==> src/hdl/sed_pkg.sv <==
`timescale 1ns / 1ps

package sed_pkg;

    localparam int MaxDigitsDefault = 3;
    localparam int QueueDepth       = 4;

    localparam logic [7:0] CharZero      = 8'h30;
    localparam logic [7:0] CharNine      = 8'h39;
    localparam logic [7:0] CharBackslash = 8'h5C;
    localparam logic [7:0] CharQuote     = 8'h22;
    localparam logic [7:0] CharApos      = 8'h27;
    localparam logic [7:0] CharQuestion  = 8'h3F;
    localparam logic [7:0] ByteMax       = 8'hFF;
    localparam logic [15:0] LengthMax    = 16'hFFFF;

    typedef struct packed {
        logic [7:0]  out_byte;
        logic        byte_valid;
        logic        done_res;
        logic        bad_escape;
        logic [15:0] out_length;
    } t_result;

    typedef struct packed {
        logic        hit;
        logic [7:0]  code;
    } t_esc;

    typedef struct packed {
        t_result     res;
        logic        emit;
        logic        to_esc;
        logic [15:0] count;
    } t_plain;

    function automatic logic [15:0] sat_inc(input logic [15:0] cnt);
        sat_inc = (cnt == LengthMax) ? cnt : cnt + 16'd1;
    endfunction

    // Single-character escapes: control letters and the pass-through punctuation.
    function automatic t_esc esc_map(input logic [7:0] b);
        t_esc e;
        e.hit  = 1'b1;
        e.code = b;
        case (b)
            8'h61:   e.code = 8'd7;
            8'h62:   e.code = 8'd8;
            8'h66:   e.code = 8'd12;
            8'h6E:   e.code = 8'd10;
            8'h72:   e.code = 8'd13;
            8'h74:   e.code = 8'd9;
            8'h76:   e.code = 8'd11;
            CharQuote, CharApos, CharQuestion, CharBackslash: e.code = b;
            default: e.hit = 1'b0;
        endcase
        return e;
    endfunction

    // Handling of a byte outside any escape.
    function automatic t_plain plain_step(input logic [7:0] b, input logic [15:0] cnt);
        t_plain p;
        p.res    = '0;
        p.emit   = 1'b0;
        p.to_esc = 1'b0;
        p.count  = cnt;
        if (b == 8'd0) begin
            p.emit           = 1'b1;
            p.res.done_res   = 1'b1;
            p.res.out_length = cnt;
            p.count          = '0;
        end else if (b == CharBackslash) begin
            p.to_esc = 1'b1;
        end else begin
            p.emit           = 1'b1;
            p.count          = sat_inc(cnt);
            p.res.out_byte   = b;
            p.res.byte_valid = 1'b1;
            p.res.out_length = p.count;
        end
        return p;
    endfunction

endpackage

==> src/hdl/string_escape_decoder.sv <==
`timescale 1ns / 1ps

// Decodes an escaped string one item per clock unless stalled: each accepted
// byte is decoded in the same cycle and its zero, one or two results go into a
// four-entry queue that drives the output port, which shows them once the
// results ahead have been taken. A byte that closes a decimal escape and is
// itself a plain byte gives two results, so output moves at most one result per
// clock; the input stalls while fewer than two queue slots are free. Outside a
// dropped tail a zero byte ends a string with a done result of decoded length.
module string_escape_decoder #(
    parameter int MAX_DIGITS = sed_pkg::MaxDigitsDefault
) (
    input  logic        i_clk,
    input  logic        i_rst_n,
    input  logic        i_valid,
    output logic        o_stall,
    input  logic [7:0]  i_in_byte,
    output logic        o_valid,
    input  logic        i_stall,
    output logic [7:0]  o_out_byte,
    output logic        o_byte_valid,
    output logic        o_done_res,
    output logic        o_bad_escape,
    output logic [15:0] o_out_length
);
    import sed_pkg::*;

    localparam logic [1:0] ModeNormal = 2'd0;
    localparam logic [1:0] ModeEsc    = 2'd1;
    localparam logic [1:0] ModeDigits = 2'd2;
    localparam logic [1:0] ModeDrop   = 2'd3;

    localparam logic [1:0] MaxCnt = 2'(MAX_DIGITS);
    localparam int PtrW = $clog2(QueueDepth);
    localparam int CntW = $clog2(QueueDepth + 1);

    logic [1:0]  r_mode, n_mode;
    logic [9:0]  r_acc, n_acc;
    logic [1:0]  r_dcnt, n_dcnt;
    logic [15:0] r_bcnt, n_bcnt;

    t_result     r_queue [QueueDepth];
    logic [PtrW-1:0] r_wr_ptr, r_rd_ptr;
    logic [CntW-1:0] r_count;

    logic        in_fire, out_fire;
    logic [7:0]  b;
    logic        is_digit;
    logic [9:0]  digit_val;
    logic [9:0]  acc_mul;
    logic [1:0]  dcnt_inc;
    t_esc        esc;
    t_plain      p0, p1;
    t_result     res0, res1;
    logic [1:0]  nres;
    logic        do_fin;
    logic [9:0]  fin_v;
    logic        fin_bad;

    assign b         = i_in_byte;
    assign in_fire   = i_valid && !o_stall;
    assign out_fire  = o_valid && !i_stall;
    assign is_digit  = (b >= CharZero) && (b <= CharNine);
    assign digit_val = {2'b00, b - CharZero};
    assign acc_mul   = {r_acc[6:0], 3'b000} + {r_acc[8:0], 1'b0} + digit_val;
    assign dcnt_inc  = r_dcnt + 2'd1;
    assign esc       = esc_map(b);
    assign p0        = plain_step(b, r_bcnt);

    always_comb begin
        n_mode  = r_mode;
        n_acc   = r_acc;
        n_dcnt  = r_dcnt;
        n_bcnt  = r_bcnt;
        res0    = '0;
        res1    = '0;
        nres    = 2'd0;
        do_fin  = 1'b0;
        fin_v   = r_acc;
        fin_bad = 1'b0;
        p1      = '0;
        case (r_mode)
            ModeNormal: begin
                n_bcnt = p0.count;
                res0   = p0.res;
                nres   = {1'b0, p0.emit};
                if (p0.to_esc) begin
                    n_mode = ModeEsc;
                end
            end
            ModeEsc: begin
                n_mode = ModeNormal;
                if (esc.hit) begin
                    n_bcnt          = sat_inc(r_bcnt);
                    res0.out_byte   = esc.code;
                    res0.byte_valid = 1'b1;
                    res0.out_length = n_bcnt;
                    nres            = 2'd1;
                end else if (is_digit) begin
                    n_acc  = digit_val;
                    n_dcnt = 2'd1;
                    n_mode = ModeDigits;
                    if (MaxCnt <= 2'd1) begin
                        do_fin = 1'b1;
                        fin_v  = digit_val;
                    end
                end else begin
                    fin_bad = 1'b1;
                end
            end
            ModeDigits: begin
                if (is_digit) begin
                    n_acc  = acc_mul;
                    n_dcnt = dcnt_inc;
                    if (dcnt_inc >= MaxCnt || dcnt_inc == 2'd0) begin
                        do_fin = 1'b1;
                        fin_v  = acc_mul;
                    end
                end else begin
                    do_fin = 1'b1;
                    fin_v  = r_acc;
                end
            end
            default: begin
                if (b == 8'd0) begin
                    n_mode = ModeNormal;
                end
            end
        endcase

        // Closing a decimal escape: either a byte or an out-of-range error.
        if (do_fin) begin
            n_acc  = '0;
            n_dcnt = '0;
            if (fin_v > {2'b00, ByteMax}) begin
                fin_bad = 1'b1;
            end else begin
                n_mode          = ModeNormal;
                n_bcnt          = sat_inc(r_bcnt);
                res0.out_byte   = fin_v[7:0];
                res0.byte_valid = 1'b1;
                res0.out_length = n_bcnt;
                nres            = 2'd1;
                // A non-digit that ended the run is then handled as a plain byte.
                if (!is_digit) begin
                    p1     = plain_step(b, n_bcnt);
                    n_bcnt = p1.count;
                    res1   = p1.res;
                    nres   = p1.emit ? 2'd2 : 2'd1;
                    if (p1.to_esc) begin
                        n_mode = ModeEsc;
                    end
                end
            end
        end

        if (fin_bad) begin
            res0            = '0;
            res0.done_res   = 1'b1;
            res0.bad_escape = 1'b1;
            res0.out_length = r_bcnt;
            nres            = 2'd1;
            n_bcnt          = '0;
            n_acc           = '0;
            n_dcnt          = '0;
            n_mode          = (b == 8'd0) ? ModeNormal : ModeDrop;
        end
    end

    always_ff @(posedge i_clk) begin
        if (!i_rst_n) begin
            r_mode <= ModeNormal;
            r_acc  <= '0;
            r_dcnt <= '0;
            r_bcnt <= '0;
        end else if (in_fire) begin
            r_mode <= n_mode;
            r_acc  <= n_acc;
            r_dcnt <= n_dcnt;
            r_bcnt <= n_bcnt;
        end
    end

    always_ff @(posedge i_clk) begin
        if (!i_rst_n) begin
            r_wr_ptr <= '0;
            r_rd_ptr <= '0;
            r_count  <= '0;
        end else begin
            if (in_fire) begin
                r_wr_ptr <= r_wr_ptr + PtrW'(nres);
            end
            if (out_fire) begin
                r_rd_ptr <= r_rd_ptr + PtrW'(1);
            end
            r_count <= r_count + (in_fire ? CntW'(nres) : CntW'(0))
                               - (out_fire ? CntW'(1) : CntW'(0));
        end
    end

    always_ff @(posedge i_clk) begin
        if (in_fire && nres != 2'd0) begin
            r_queue[r_wr_ptr] <= res0;
        end
        if (in_fire && nres == 2'd2) begin
            r_queue[r_wr_ptr + PtrW'(1)] <= res1;
        end
    end

    assign o_stall      = r_count > CntW'(QueueDepth - 2);
    assign o_valid      = r_count != '0;
    assign o_out_byte   = r_queue[r_rd_ptr].out_byte;
    assign o_byte_valid = r_queue[r_rd_ptr].byte_valid;
    assign o_done_res   = r_queue[r_rd_ptr].done_res;
    assign o_bad_escape = r_queue[r_rd_ptr].bad_escape;
    assign o_out_length = r_queue[r_rd_ptr].out_length;

endmodule

==> config.mk <==
export PLATFORM = sky130hd
export DESIGN_NAME = string_escape_decoder
export DESIGN_NICKNAME = d
export VERILOG_FILES = /design/src/hdl/sed_pkg.sv /design/src/hdl/string_escape_decoder.sv
export SDC_FILE = /design/constraint.sdc
export NUM_CORES = 1
export LEC_CHECK = 0
export BUFFER_PORTS_ARGS = -buffer_cell sky130_fd_sc_hd__buf_2
export CORE_ASPECT_RATIO = 0.5
export CORE_MARGIN = 2
export CORE_UTILIZATION = 57
export DETAILED_ROUTE_END_ITERATION = 8
export PLACE_DENSITY = 0.77
export SLEW_MARGIN = 20
export SYNTH_ARGS = -nofsm -noshare
export SYNTH_HDL_FRONTEND = slang
export SYNTH_SLANG_ARGS = --single-unit
==> constraint.sdc <==
create_clock -name i_clk -period 5.2 [get_ports i_clk]
set_clock_uncertainty 0.15 [all_clocks]
set_input_delay 0.52 -clock i_clk [delete_from_list [all_inputs] [get_ports i_clk]]
set_output_delay 0.52 -clock i_clk [all_outputs]
set_load 0.01 [all_outputs]
==> impl_results.md <==
* Tightest slew margin relative to the limit at 25.1%
* Total power at 5.06 mW
* Fill cell count at 1379
* Site row count at 34
* Total congestion overflow at 0
* Global-route wire length before repair at 59700 um
* Clk Latency, worst-skew pair at 0.44 ns
* Register clock-pin slew on the reported worst setup and hold paths at 0.07 ns
* Depth of the worst register-to-register path at 20
* Number of cells upsized or downsized after cts at 0
* Reg2reg start: r_acc[2]
* Clock tree from TritonCTS: done
* Commonest non-fill, non-tap cell in the layout: edfxtp_1
* Hold path start: i_rst_n
* CTS Root Cell: clkbuf_16
* Result of the run: finished, final reports clean
* Number of antenna violations at the first check in global routing at 2
* Pre-CTS WS at 0.103 ns
* Data required, critical path at 5.35 ns
* Transition at the pin with the smallest max-transition slack at 1.11 ns
* Core Area at 0.0176 mm2
* Detailed-routed wire length on met3 at 7040 um
* Nature of the critical path endpoint: flop
* Total Nets Final at 1165
* Distinct cell type count after synthesis at 86
* Vias at 10400
* Clock period minus final worst setup slack at 4.83 ns
* Endpoint of the worst register-to-register path: r_count[2]
* Post-synthesis net count at 1123
* Global router's overall resource usage at 41.4%
* Die X at 194 um
* Final number of max-transition violations at 0
* Setup ws final at 0.371 ns
* Top_reg_cell synth: edfxtp_1
* Worst Setup Path Type: flop to flop
* Ys async rst share at 0%
* Iteration-0 DRC count of the detailed router at 1974
* Synthesized instance count at 1079
* P_leak at 4.15 nW
* Synthesized area divided by synthesized cell count at 9.59 um2
* RSZ-0062 raised after global routing: no
* Peak fanout along the critical path at 4
* Residual antenna-violating net count after detailed routing at 0
* Top cells by area in the synthesized netlist: edfxtp_1 (30%), dfxtp_1 (8.3%), mux4_2 (5.9%)
* Hold path endpoint: r_bcnt[8]
* Vias in the first global route at 9570
* Hold-critical path depth at 2
* Most frequent cells in the layout: edfxtp_1 (104), nand2_1 (90), o22ai_1 (81), buf_4 (75), nor2_1 (68)
* YS warnings at 0
* Synth area leader: edfxtp_1
* Highest routed metal layer: met4
* Setup violation total in the final timing report at 0
* Number of CTS-inserted buffers at 17
* Total negative setup slack at 0 ns
* Fmax at 207 MHz
* Hold crit path type: input port to flop
* Pin count of the biggest net entering global routing at 30
* DRC violation count after routing at 0
* Final Routed Wirelength at 39600 um
* Number of enable-type register cells in the synthesized netlist at 104
* Placer's final routability congestion estimate at 1.01
* Met2 layer wire length in the routed design at 15600 um
* Port-buffer cells at 40
* Worst path arrival time at 4.98 ns
* Post-DR wirelength/cell at 29.0 um
* Count of non-filler cells in the finished layout at 1367
* CTS Buffer Depth at 2
* Number of clock sinks seen by CTS at 147
* Max-cap violation count at 0
* H-tree Lvls at 4
* Portion of the post-synthesis area used by sequential elements at 38.5%
* Ports at 41
* Number of buffers inserted by hold repair at cts at 0
* Total inserted antenna cells at 0
* Areal power density over the cells at 435 mW/mm2
* Largest vdd supply drop at 0.285 mV
* Number of buffers added for setup after CTS at 0
* Synth top area share at 30.2%
* CP Launch Type: flop
* Mapped cell area at 0.0103 mm2
* Post-synthesis sequential element count at 147
* Area of the die at 0.0193 mm2
* Synth-to-Final Area Change at 12.6%
* Half-perimeter wire length after detailed placement at 28000 um
* Wire length the detailed router placed on met1 at 16300 um
* Final period utilization at 92.9%
* Final Hold Violating Endpoints at 0
* Overall die height at 99.3 um
* Starting utilization of the core area at 58.9%
* Minimum setup slack among reg-to-reg paths at 0.37 ns
* Placed Cells incl. Taps at 1336
* Vias per cell at 7.60
* Fraction of final layout cells with drive strength greater than 1 at 18.9%
* Initial DRT Pass Iterations at 7
## worst max path at each step
stage,startpoint,to,slack (ns),depth (start not counted)
6_report,r_acc[2],r_count[2],0.37,20
2_1_floorplan,i_in_byte[4],r_count[2],0.007,23
5_1_grt,r_acc[2],r_count[2],0.02,20
3_3_place_gp,i_in_byte[3],r_count[2],0.16,21
3_5_place_dp,i_in_byte[5],r_count[2],0.10,22
4_1_cts,r_acc[2],r_count[2],0.34,20
## kinds of logic (layout without fill, tap and decap cells)
kind of cell / after synthesis / count (layout) / share of synthesized area [%]
compound gates: 373 / 373 / 25.2
simple gates: 338 / 338 / 17.0
flops: 147 / 147 / 38.5
buf+inv: 116 / 170 / 4.74
mux: 51 / 51 / 8.30
fa+ha+maj: 32 / 32 / 4.38
xor+xnor: 22 / 22 / 1.86
## cell usage after synthesis, drive strengths merged (16+ instances only)
cell type  instances
ha                25
nand4             18
mux2i             16
nor3              26
a22oi             24
o22ai             81
and3              21
edfxtp           104
mux4              27
buf               31
nand2             90
o21ai             65
nor2              69
clkbuf            61
inv               23
dfxtp             43
a21oi             43
nor4              16
a31oi             18
nand3             36
## where the power goes
group          switching, mW  leakage [nW]  internal, mW
logic                   1.31          2.45         0.761
clock network          0.576         0.296         0.773
registers              0.164          1.41          1.48
## flip-flops by register name, summed over array words and instances (netlist names), named ones only
name and count:
r_wr_ptr 2, r_dcnt 2, r_bcnt 16, r_count 3
r_rd_ptr 2, r_queue 108, r_mode 2, r_acc 10
## through the flow
stage	hold slack, ns	instance area, um2	util, %
2_1_floorplan	0.277	10300	-
3_3_place_gp	0.288	11000	62.7
3_5_place_dp	0.297	11000	62.7
4_1_cts	0.234	11600	66.2
5_1_grt	0.250	11600	66.3
6_report	0.241	11600	66.3
## critical path: stages (launching register included)
cell      delay (ns)
dfxtp_1         0.40
inv_1           0.10
fa_1            0.48
inv_1           0.07
fa_1            0.50
a211oi_1        0.36
nor4b_1         0.12
nor4b_2         0.37
nand2_1         0.18
o211ai_1        0.26
nor2_1          0.07
o21ai_0         0.26
nand2_1         0.10
ha_1            0.31
inv_1           0.06
ha_1            0.13
inv_1           0.05
fa_1            0.37
xnor2_1         0.18
xnor2_1         0.14
nor2_1          0.05
## per-layer routing
metal / vias up / global-route usage, %
li1: 4376 / -
met1: 4994 / 60.4
met2: 924 / 57.3
met3: 89 / 17.4
met4: 0 / 8.22
met5: - / 0
## final cells by class
type	count	area, um2	area share (%)
well taps	234	293	2.51
repair buffers	115	763	6.55
inverters	24	90.1	0.774
clock inverters	14	198	1.70
multi-input cells	816	5890	50.6
clock buffers	17	425	3.65
flip-flops and latches	147	3990	34.2
Note: power is estimated with default switching activity, not from simulation.
